--- config.mk ---
export PLATFORM = sky130hd
export DESIGN_NAME = bitmap_index_allocator
export DESIGN_NICKNAME = d
export VERILOG_FILES = /design/src/sv/bia_pkg.sv /design/src/sv/bia_ffs.sv /design/src/sv/bia_map_mem.sv /design/src/sv/bitmap_index_allocator.sv
export SDC_FILE = /design/constraint.sdc
export NUM_CORES = 2
export LEC_CHECK = 0
export ABC_AREA = 1
export BUFFER_PORTS_ARGS = -buffer_cell sky130_fd_sc_hd__buf_2
export CORE_MARGIN = 5
export CORE_UTILIZATION = 26
export CTS_CLUSTER_DIAMETER = 100
export DETAILED_ROUTE_END_ITERATION = 12
export PLACE_DENSITY_LB_ADDON = 0.1
export RECOVER_POWER = 25
export SYNTH_ARGS = -nofsm -noshare
export SYNTH_HDL_FRONTEND = slang
export SYNTH_SLANG_ARGS = --single-unit
--- constraint.sdc ---
create_clock -name clk_i -period 5 [get_ports clk_i]
set_clock_uncertainty 0.15 [all_clocks]
set_input_delay 0.25 -clock clk_i [delete_from_list [all_inputs] [get_ports clk_i]]
set_output_delay 0.25 -clock clk_i [all_outputs]
set_load 0.05 [all_outputs]
--- src/sv/bia_pkg.sv ---
// ----------------------------------------------------------------------------
// bia_pkg
// Types and constants of the bitmap index allocator.
// ----------------------------------------------------------------------------
package bia_pkg;

  localparam int WORD_W   = 32;  // map bits per memory row
  localparam int BIT_W    = 5;   // bit position within a row
  localparam int INDEX_W  = 10;
  localparam int GRANT_W  = 10;
  localparam int SIZE_W   = 11;
  localparam int STATUS_W = 2;

  localparam logic MODE_ALLOC = 1'b0;
  localparam logic MODE_FREE  = 1'b1;

  typedef enum logic [STATUS_W-1:0] {
    ST_OK       = 2'd0,
    ST_EMPTY    = 2'd1,
    ST_NOT_HELD = 2'd2,
    ST_RANGE    = 2'd3
  } status_e;

  typedef enum logic [1:0] {
    S_INIT,
    S_IDLE,
    S_SCAN,
    S_UPD
  } state_e;

endpackage

--- src/sv/bia_ffs.sv ---
// ----------------------------------------------------------------------------
// bia_ffs
// Lowest-set-bit finder over one 32-bit word; shared by summary scan and
// row update.
// ----------------------------------------------------------------------------
module bia_ffs (
  input  logic [bia_pkg::WORD_W-1:0] word_i,
  output logic                       found_o,
  output logic [bia_pkg::BIT_W-1:0]  pos_o
);

  always_comb begin
    found_o = |word_i;
    pos_o   = '0;
    for (int b = bia_pkg::WORD_W - 1; b >= 0; b--) begin
      if (word_i[b]) begin
        pos_o = bia_pkg::BIT_W'(b);
      end
    end
  end

endmodule

--- src/sv/bia_map_mem.sv ---
// ----------------------------------------------------------------------------
// bia_map_mem
// Free map storage: one row of 32 free bits per address, one write and one
// registered read per cycle.
// ----------------------------------------------------------------------------
module bia_map_mem #(
  parameter int ROWS  = 32,
  parameter int ROW_W = 5
) (
  input  logic                       clk_i,
  input  logic                       we_i,
  input  logic [ROW_W-1:0]           waddr_i,
  input  logic [bia_pkg::WORD_W-1:0] wdata_i,
  input  logic [ROW_W-1:0]           raddr_i,
  output logic [bia_pkg::WORD_W-1:0] rdata_o
);

  logic [bia_pkg::WORD_W-1:0] mem [ROWS];
  logic [bia_pkg::WORD_W-1:0] rdata_q;

  always_ff @(posedge clk_i) begin
    if (we_i) begin
      mem[waddr_i] <= wdata_i;
    end
    rdata_q <= mem[raddr_i];
  end

  assign rdata_o = rdata_q;

endmodule

--- src/sv/bitmap_index_allocator.sv ---
// ----------------------------------------------------------------------------
// bitmap_index_allocator
// Lowest-first index allocator over a bitmap of free bits.
// ----------------------------------------------------------------------------
// Use: raise start with mode_i/index_i; the request is taken at a clock edge
// where start is high and busy is low. mode_i = allocate returns the lowest
// free index, mode_i = free returns index_i to the pool. Each request gives
// exactly one result beat on granted_index_o/status_o, marked by done_o for
// one cycle; the receiver cannot stall it.
// Steps: a free in range reads its map row as it is taken and updates it in
// S_UPD, which sets the registered done_o; a free out of range is answered
// from the idle state. An allocate scans the summary in S_SCAN, one 32-row
// chunk at a time (1 to ceil(ENTRIES/1024) chunks), reads the row found and
// claims its lowest free bit in S_UPD; an empty pool reports after all
// chunks. One request is in work at a time; busy drops as the result beat
// shows, so the next request can be taken in that cycle. The shared
// find-first unit serves one summary chunk, then one map row, and the read
// of the map memory is registered. Reset and every pool_size write start an
// init sweep that writes one map row per cycle with busy high; afterwards
// indices 1..pool_size-1 are free and index 0 is held.
// ----------------------------------------------------------------------------
module bitmap_index_allocator #(
  parameter int ENTRIES = 1024
) (
  input  logic                         clk_i,
  input  logic                         rst_ni,
  input  logic                         start,
  output logic                         busy,
  input  logic                         mode_i,
  input  logic [bia_pkg::INDEX_W-1:0]  index_i,
  input  logic                         pool_size_we_i,
  input  logic [bia_pkg::SIZE_W-1:0]   pool_size_i,
  output logic                         done_o,
  output logic [bia_pkg::GRANT_W-1:0]  granted_index_o,
  output logic [bia_pkg::STATUS_W-1:0] status_o
);

  localparam int WW        = bia_pkg::WORD_W;
  localparam int BW        = bia_pkg::BIT_W;
  localparam int ROWS      = (ENTRIES + WW - 1) / WW;
  localparam int ROW_W     = (ROWS > 1) ? $clog2(ROWS) : 1;
  localparam int CHUNKS    = (ROWS + WW - 1) / WW;
  localparam int CHK_W     = (CHUNKS > 1) ? $clog2(CHUNKS) : 1;
  localparam int SUM_W     = CHUNKS * WW;
  localparam int SUM_IDX_W = $clog2(SUM_W);
  localparam int RF_W      = CHK_W + BW;
  localparam int GI_W      = ROW_W + BW;
  localparam int CW        = ((GI_W > bia_pkg::SIZE_W) ? GI_W : bia_pkg::SIZE_W) + 1;
  localparam int RST_SIZE  = (ENTRIES < 1024) ? ENTRIES : 1024;

  bia_pkg::state_e state_q, state_d;
  logic [ROW_W-1:0]            row_q, row_d;
  logic [BW-1:0]               bit_q, bit_d;
  logic                        op_q, op_d;
  logic [CHK_W-1:0]            chk_q, chk_d;
  logic [bia_pkg::SIZE_W-1:0]  size_q, size_d;
  logic [SUM_W-1:0]            summary_q, summary_d;
  logic                        done_q, done_d;
  logic [bia_pkg::GRANT_W-1:0] granted_q, granted_d;
  bia_pkg::status_e            status_q, status_d;

  // shared find-first unit
  logic [WW-1:0] ffs_word;
  logic          ffs_found;
  logic [BW-1:0] ffs_pos;

  // map memory port
  logic          mem_we;
  logic [ROW_W-1:0] mem_waddr, mem_raddr;
  logic [WW-1:0] mem_wdata, mem_rdata;

  logic [WW-1:0]   chunk_word;
  logic [RF_W-1:0] scan_row;
  logic [GI_W-1:0] req_idx;
  logic            req_range;
  logic [bia_pkg::SIZE_W-1:0] cfg_size;
  logic [GI_W-1:0] init_lo;
  logic [CW-1:0]   init_diff;
  logic [WW-1:0]   init_word;
  logic [WW-1:0]   upd_free_word, upd_alloc_word;
  logic            last_row, last_chk;

  bia_ffs u_ffs (
    .word_i  (ffs_word),
    .found_o (ffs_found),
    .pos_o   (ffs_pos)
  );

  bia_map_mem #(
    .ROWS  (ROWS),
    .ROW_W (ROW_W)
  ) u_mem (
    .clk_i   (clk_i),
    .we_i    (mem_we),
    .waddr_i (mem_waddr),
    .wdata_i (mem_wdata),
    .raddr_i (mem_raddr),
    .rdata_o (mem_rdata)
  );

  assign chunk_word = summary_q[chk_q*WW +: WW];
  assign ffs_word   = (state_q == bia_pkg::S_SCAN) ? chunk_word : mem_rdata;
  assign scan_row   = {chk_q, ffs_pos};
  assign req_idx    = GI_W'(index_i);
  assign req_range  = bia_pkg::SIZE_W'(index_i) >= size_q;
  assign last_row   = row_q == ROW_W'(ROWS - 1);
  assign last_chk   = chk_q == CHK_W'(CHUNKS - 1);

  // clamp of a written pool size to 1..ENTRIES
  always_comb begin
    cfg_size = pool_size_i;
    if (pool_size_i == '0) begin
      cfg_size = bia_pkg::SIZE_W'(1);
    end else if (int'(pool_size_i) > ENTRIES) begin
      cfg_size = bia_pkg::SIZE_W'(ENTRIES);
    end
  end

  // init row: bits lo..size-1 set, bit 0 of row 0 held
  always_comb begin
    init_lo   = {row_q, BW'(0)};
    init_diff = CW'(size_q) - CW'(init_lo);
    if (init_diff[CW-1] || init_diff == '0) begin
      init_word = '0;
    end else if (init_diff >= CW'(WW)) begin
      init_word = '1;
    end else begin
      init_word = ~({WW{1'b1}} << init_diff[BW-1:0]);
    end
    if (row_q == '0) begin
      init_word[0] = 1'b0;
    end
  end

  always_comb begin
    upd_free_word           = mem_rdata;
    upd_free_word[bit_q]    = 1'b1;
    upd_alloc_word          = mem_rdata;
    upd_alloc_word[ffs_pos] = 1'b0;
  end

  // next state
  always_comb begin
    state_d = state_q;
    unique case (state_q)
      bia_pkg::S_INIT: begin
        if (last_row) state_d = bia_pkg::S_IDLE;
      end
      bia_pkg::S_IDLE: begin
        if (start) begin
          if (mode_i == bia_pkg::MODE_ALLOC) begin
            state_d = bia_pkg::S_SCAN;
          end else if (!req_range) begin
            state_d = bia_pkg::S_UPD;
          end
        end
      end
      bia_pkg::S_SCAN: begin
        if (ffs_found) begin
          state_d = bia_pkg::S_UPD;
        end else if (last_chk) begin
          state_d = bia_pkg::S_IDLE;
        end
      end
      bia_pkg::S_UPD: state_d = bia_pkg::S_IDLE;
      default:        state_d = bia_pkg::S_INIT;
    endcase
    if (pool_size_we_i) state_d = bia_pkg::S_INIT;
  end

  // datapath and outputs
  always_comb begin
    row_d     = row_q;
    bit_d     = bit_q;
    op_d      = op_q;
    chk_d     = chk_q;
    size_d    = size_q;
    summary_d = summary_q;
    done_d    = 1'b0;
    granted_d = granted_q;
    status_d  = status_q;
    mem_we    = 1'b0;
    mem_waddr = row_q;
    mem_wdata = init_word;
    mem_raddr = row_q;
    unique case (state_q)
      bia_pkg::S_INIT: begin
        mem_we = 1'b1;
        summary_d[SUM_IDX_W'(row_q)] = |init_word;
        row_d = last_row ? '0 : row_q + 1'b1;
      end
      bia_pkg::S_IDLE: begin
        if (start) begin
          op_d  = mode_i;
          chk_d = '0;
          row_d = req_idx[GI_W-1:BW];
          bit_d = req_idx[BW-1:0];
          mem_raddr = req_idx[GI_W-1:BW];
          if (mode_i == bia_pkg::MODE_FREE && req_range) begin
            done_d    = 1'b1;
            granted_d = '0;
            status_d  = bia_pkg::ST_RANGE;
          end
        end
      end
      bia_pkg::S_SCAN: begin
        mem_raddr = scan_row[ROW_W-1:0];
        row_d     = scan_row[ROW_W-1:0];
        if (!ffs_found) begin
          chk_d = chk_q + 1'b1;
          if (last_chk) begin
            done_d    = 1'b1;
            granted_d = '0;
            status_d  = bia_pkg::ST_EMPTY;
          end
        end
      end
      bia_pkg::S_UPD: begin
        done_d = 1'b1;
        if (op_q == bia_pkg::MODE_ALLOC) begin
          // summary says this row has a free bit
          mem_we    = 1'b1;
          mem_wdata = upd_alloc_word;
          summary_d[SUM_IDX_W'(row_q)] = |upd_alloc_word;
          granted_d = bia_pkg::GRANT_W'({row_q, ffs_pos});
          status_d  = bia_pkg::ST_OK;
        end else begin
          granted_d = '0;
          if (mem_rdata[bit_q]) begin
            status_d = bia_pkg::ST_NOT_HELD;
          end else begin
            mem_we    = 1'b1;
            mem_wdata = upd_free_word;
            summary_d[SUM_IDX_W'(row_q)] = 1'b1;
            status_d  = bia_pkg::ST_OK;
          end
        end
      end
      default: ;
    endcase
    if (pool_size_we_i) begin
      size_d = cfg_size;
      row_d  = '0;
    end
  end

  always_ff @(posedge clk_i or negedge rst_ni) begin
    if (!rst_ni) begin
      state_q   <= bia_pkg::S_INIT;
      row_q     <= '0;
      size_q    <= bia_pkg::SIZE_W'(RST_SIZE);
      summary_q <= '0;
      done_q    <= 1'b0;
    end else begin
      state_q   <= state_d;
      row_q     <= row_d;
      size_q    <= size_d;
      summary_q <= summary_d;
      done_q    <= done_d;
    end
  end

  always_ff @(posedge clk_i) begin
    bit_q     <= bit_d;
    op_q      <= op_d;
    chk_q     <= chk_d;
    granted_q <= granted_d;
    status_q  <= status_d;
  end

  assign busy            = state_q != bia_pkg::S_IDLE;
  assign done_o          = done_q;
  assign granted_index_o = granted_q;
  assign status_o        = status_q;

endmodule

## After elaboration in Yosys (flattened, before gate mapping)

Memory sizes are Yosys's and may differ from the RTL's. A register that Yosys moved wholly into a read port is not among the register bits.
Index checks and enable logic that the tools add are counted.

| storage, ports and cells | value |
|---|---|
| bits in registers | 70 |
| bits in writable memories | 1024 |
| memories | 1 |

| operators by class | value |
|---|---|
| equal/unequal tests | 14 |
| magnitude comparators | 9 |
| bitwise operators | 5 |
| add/subtract/negate cells | 3 |
| reduce and logical (&&, ||, !) cells | 21 |
| shift-type cells | 2 |
| muxes and demuxes | 92 |

Memories:

| memory | words | width | read ports | clocked after memory_dff | wr ports | line | text |
|---|---|---|---|---|---|---|---|
| u_mem.mem | 32 | 32 | 1 | 1 | 1 | bia_map_mem.sv:18 | `logic [bia_pkg::WORD_W-1:0] mem [ROWS];` |

Operator list:

| cell | number |
|---|---|
| $mux W32 | 8 |
| $mux W5 | 35 |
| $reduce_or A32 Y1 | 3 |
| $bwmux W32 | 2 |
| $not A32 Y32 | 2 |
| $or A32 B32 Y32 | 2 |
| $pmux W32 S2 | 1 |
| $mux W10 | 5 |
| $and A32 B32 Y32 | 1 |
| $shiftx A32 B7 Y32 | 1 |
| $shl A32 B5 Y32 const A | 1 |
| $pmux W10 S3 | 1 |
| $mux W2 | 12 |
| $mux W11 | 2 |
| $lt A5 B6 Y1 const B | 3 |
| $demux W1 S5 | 3 |
| $ge A5 B1 Y1 const B | 3 |
| $mux W1 | 15 |
| $pmux W5 S3 | 1 |
| $ge A12 B6 Y1 const B | 1 |
| $logic_not A12 Y1 | 1 |
| $sub A11 B10 Y12 | 1 |
| $ge A10 B11 Y1 | 1 |
| $gt A11 B11 Y1 const B | 1 |
| other kinds (27) | 40 |

## Logic depth before layout (Yosys ltp)

| logic depth | value |
|---|---|
| word-level depth | 44 |
| mapped depth | 50 |
| gate-level depth less buffers | 48 |

## Hierarchy

Synthesis repeated with hierarchy kept, for this count alone.

| unflattened totals | value |
|---|---|
| cells, all modules | 4917 |
| area total of the unflattened synthesis | 50472.2 um^2 |

By module, submodules not included:

| module | instances | sequential area each (um^2) | cells each | area each (um^2) |
|---|---|---|---|---|
| bia_map_mem | 1 | 31390.1 | 3536 | 42405.7 |
| bitmap_index_allocator | 1 | 1848.0 | 1274 | 7596.0 |
| bia_ffs | 1 | 0.0 | 107 | 470.5 |

## Least setup slack after synthesis

No wires, ideal clock.

| timing | value |
|---|---|
| path type | register -> register |
| start | register state_q[0] |
| end | memory u_mem.mem[0][4] (netlist bit), data pin |
| path slack | 0.360 ns |
| period minus slack after synthesis | 4.640 ns |
| cell stages (with the launch flop) | 42 |
| arrival | 4.036 ns |
| required time | 4.396 ns |
| path through | dfrtp_1 inv_1 ha_1 buf_4 inv_2 buf_6 nand2_1 o21ai_2 inv_2 nand2_1 nand2_1 nand2_1 nand2_1 nand2_1 nand2_1 nand2_1 nand2_1 nand2_1 [6 not listed] nand2_1 nand2_1 nand2_1 nand2_1 nand2_1 nand2_1 nand2_1 nand2_1 nand2_1 nand2_1 nand2_1 nand2_2 nand2_4 nand2_4 nand2_2 nand3_1 nand2_1 o21ai_0 |

| between the ends | value |
|---|---|
| longest elaborated chain between the ends | 42 |
| elaborated cells on any way between the ends | 44 |
| those cells by class | 2 x order compare; 2 x eq/ne; 37 x mux; 2 x bitwise; 1 x reduce/logical |

Ends and longest elaborated chain:

| item | line | text |
|---|---|---|
| start, declared | bitmap_index_allocator.sv:51 | `bia_pkg::state_e state_q, state_d;` |
| start signal, assigned | bitmap_index_allocator.sv:249 | `state_q <= bia_pkg::S_INIT;` |
| start signal, assigned | bitmap_index_allocator.sv:255 | `state_q <= state_d;` |
| $eq A2 B2 Y1 | bitmap_index_allocator.sv:102 | `assign ffs_word = (state_q == bia_pkg::S_SCAN) ? chunk_word : mem_rdata;` |
| $mux W32 | bitmap_index_allocator.sv:102 |  |
| $mux W5 (32 in a row) | bia_ffs.sv:16 | `if (word_i[b]) begin` |
| $lt A5 B6 Y1 (implied by the code) or $ge A5 B1 Y1 (tied branches) | bitmap_index_allocator.sv:139 | `upd_alloc_word[ffs_pos] = 1'b0;` |
| $logic_and A1 B1 Y1 (implied by the code) | bitmap_index_allocator.sv:139 |  |
| $mux W1 (implied by the code) | bitmap_index_allocator.sv:139 |  |
| $demux W1 S5 | bitmap_index_allocator.sv:139 |  |
| $not A32 Y32 (no line) | -- |  |
| $and A32 B32 Y32 (no line) | -- |  |
| $mux W32 | bitmap_index_allocator.sv:220 | `if (op_q == bia_pkg::MODE_ALLOC) begin` |
| $mux W32 (*) | bitmap_index_allocator.sv:186 | `unique case (state_q)` |
| net mem_wdata[4] | bitmap_index_allocator.sv:70 | `logic [WW-1:0] mem_wdata, mem_rdata;` |
| end, declared | bia_map_mem.sv:18 |  |

Mark *: on every way through the listed nets, which the timed path passes. The rest lies on a longest branch.

## Worst setup path in the final report

| timing | value |
|---|---|
| start | register bit_q[1] |
| end | memory u_mem.mem[13][17] (netlist bit) (enable) |

| between the ends | value |
|---|---|
| longest elaborated chain between the ends | 7 |

Ends and longest elaborated chain:

| item | line | text |
|---|---|---|
| start, declared | bitmap_index_allocator.sv:53 | `logic [BW-1:0] bit_q, bit_d;` |
| start signal, assigned | bitmap_index_allocator.sv:264 | `bit_q <= bit_d;` |
| $bmux W1 S5 | bitmap_index_allocator.sv:229 | `if (mem_rdata[bit_q]) begin` |
| $mux W1 (implied by the code) | bitmap_index_allocator.sv:229 |  |
| $mux W1 | bitmap_index_allocator.sv:229 |  |
| $mux W1 | bitmap_index_allocator.sv:220 |  |
| $pmux W1 S2 | bitmap_index_allocator.sv:186 |  |
| $mux W1 | bia_map_mem.sv:22 | `if (we_i) begin` |
| $mux W1 (implied by the code) | bia_map_mem.sv:23 | `mem[waddr_i] <= wdata_i;` |

No other way between the ends. The select of a mux whose other input is x is not followed.

==> flow_summary.yaml <==
timing:
  hold_violations: 0
  tightest_slew_ns: 3.53
  slew_viol_final: 399
  setup_viol: 0
  finalWorstSetupSlack_ns: 0.194
  fmax_mhz: 208
  fin_hold_ws_ns: 0.174
  fin_crit_sh: 0.961
  period_needed_ns: 4.81
  slew_headroom: -1.35
synthesis:
  yosysTopAreaCell: "edfxtp_1"
  netlist-cell-type-count: 48
  seq_area_frac_synth: 0.638
  netlist_instances: 5224
  synth_top_cell_area_share: 0.602
  synth-seq-cells: 1126
  ys_dominant_reg_cell: "edfxtp_1"
  yosys_warnings: 0
  synthTopCellsByArea: "edfxtp_1 60%, nand2_1 11%, nand3_1 9.4%"
  async_reset_ff_frac: 0.0453
  avgSynthCellArea_um2: 9.97
  syn-num-nets: 5275
  synthTopCellsByCount: "1,470 x nand2_1, 1,043 x edfxtp_1, 981 x nand3_1"
  synth_edf_count: 1043
  syn-cell-area_mm2: 0.0521
  yosysMostFrequentCell: "nand2_1"
clock_tree:
  clk_latency_ns: 0.80
  cts_tree: "done"
  h-tree-depth: 4
  cts.path.max_buffers: 3
  clk_pin_slew_worst_paths_ns: 0.05
  cts_made_buffers: 136
  cts_root_buffer: "clkbuf_16"
  clock_sinks: 1126
floorplan:
  row_count: 164
  die-area_mm2: 0.209
  io_pins: 40
  core_region_area_mm2: 0.199
  initial_core_util: 0.261
  dieHeight_um: 457
  die_w_um: 457
drt:
  wirelength_mm: 202
  via_count: 39392
  via_per_inst: 4.83
  wl_per_cell_um: 24.8
  drc: 0
  ant_nets: 0
  drt-initial-drc-count: 3459
  first_pass_iters: 6
placed_design:
  gp_congestion: 0.924
  place_hpwl_mm: 112
  place_ws_ns: 0.126
  port_buffers: 39
critical_path:
  path_class: "reg2reg"
  endpoint_kind: "flip-flop"
  crit_fanout: 22
  cp.required_ns: 5.31
  rrSetupSlack_ns: 0.19
  crit_arrival_ns: 5.12
  cp-start-kind: "flip-flop"
global_routing:
  grt-ovfl-total: 0
  grt_max_degree: 108
  grt_first_pass_wirelength_mm: 281
  track_usage: 0.183
  grt_pass1_vias: 37702
  antenna_found_initial: 12
layout:
  drive_gt1_frac: 0.103
  area_delta_synth_final_pct: 20.0
  final_nets: 5431
  fin_util: 0.313
outcome:
  status: "finished with violations"
  failed_checks: "max-capacitance violations, max-slew violations"
power_and_ir_drop:
  p_leak_nw: 24.2
  ir_drop_mv: 0.391
  power.density_mw_per_mm2: 548
worst_hold_path:
  hp-class: "in2reg"
job:
  maxCapViolCount: 14
[sequential cells by signal, summed over array words and instances (netlist names)]
name             cells
u_mem.mem         1024
size_q              11
state_q              2
done_o               1
mem_waddr            5
u_mem.rdata_o       32
chk_q                1
granted_index_o     10
bit_q                5
status_o             2
op_q                 1
summary_q           32
[worst paths after layout]
kind	startpoint	endpoint	depth (start not counted)
setup / recovery	bit_q[1]	u_mem.mem[13][17]	11
hold / removal	index_i[3]	bit_q[3]	2
setup reg to reg	bit_q[1]	u_mem.mem[13][17]	11
hold reg to reg	state_q[0]	state_q[0]	2
max in group asynchronous	rst_ni	summary_q[1]	3
min in group asynchronous	rst_ni	state_q[0]	3
[cells by family after synthesis]
kind of cell,share of synthesized area
buf+inv,0.0641
compound gates,0.0404
flops,0.638
simple gates,0.250
xor+xnor,0.000505
fa+ha+maj,0.00615
[layout make-up]
type	instances	area, um2
Fill cell	20596	137000
Inverter	509	1930
Clock inverter	58	554
Clock buffer	192	3790
Tap cell	2656	3320
Antenna cell	4	10.0
Sequential cell	1126	33200
Timing Repair Buffer	342	3690
Multi-Input combinational cell	3265	16000
[through the flow]
stage | cells | power (mW) | area (um2) | setup TNS, ns
after CTS | 8102 | 34.2 | 61900 | 0
after detailed placement | 7809 | 24.3 | 57100 | 0
after global routing | 8149 | 36.1 | 62500 | -0.000927
after floorplan | 5224 | 18.9 | 52100 | 0
final | 8152 | 34.3 | 62500 | 0
after global placement | 7809 | 24.4 | 57100 | 0
[critical path, stage by stage, from the launching register on]
cell and delay [ns]:
edfxtp_1 0.44, nand2_1 0.43, inv_1 0.29, a22oi_1 0.23, nand2_1 0.08, a221oi_1 0.31
nand2_1 0.19, nor2_1 0.23, o31ai_1 0.14, buf_12 0.22, nor2_1 1.37, buf_12 0.31
[power by group]
group	internal [mW]	total [mW]	switching (mW)
clock	5.63	9.75	4.11
sequential	12.1	12.7	0.587
combinational	3.34	11.9	8.51
total	21.1	34.3	13.2
[metal layers]
| layer | track usage | wire, um |
|---|---|---|
| met5 | 0 | 13 |
| met4 | 0.0568 | 5700 |
| met3 | 0.0284 | 10800 |
| met2 | 0.287 | 91400 |
| met1 | 0.260 | 93900 |
[timing repair]
action,in CTS,in global routing
setup buffers,0,24
hold endpoints to repair,82,0
gates resized for setup,0,66
hold buffers,43,0
endpoints found under the setup margin,0,87
[placed cells by master (no fill, tap or decap), types with 32 or more instances in the layout]
| cell type | synthesis | layout |
|---|---|---|
| inv_1 | 501 | 497 |
| a21oi_1 | 105 | 96 |
| buf_4 | 14 | 153 |
| nand3_1 | 981 | 978 |
| dlygate4sd3_1 | 0 | 43 |
| buf_12 | 0 | 42 |
| nor2_1 | 165 | 149 |
| nand3b_1 | 226 | 226 |
| edfxtp_1 | 1043 | 1043 |
| o21ai_0 | 85 | 78 |
| dfrtp_1 | 50 | 50 |
| o22ai_1 | 45 | 44 |
| clkbuf_1 | 183 | 72 |
| clkbuf_16 | 0 | 158 |
| nand2_1 | 1470 | 1443 |
| dfxtp_1 | 32 | 32 |
Power figures use the tool's default switching activity.
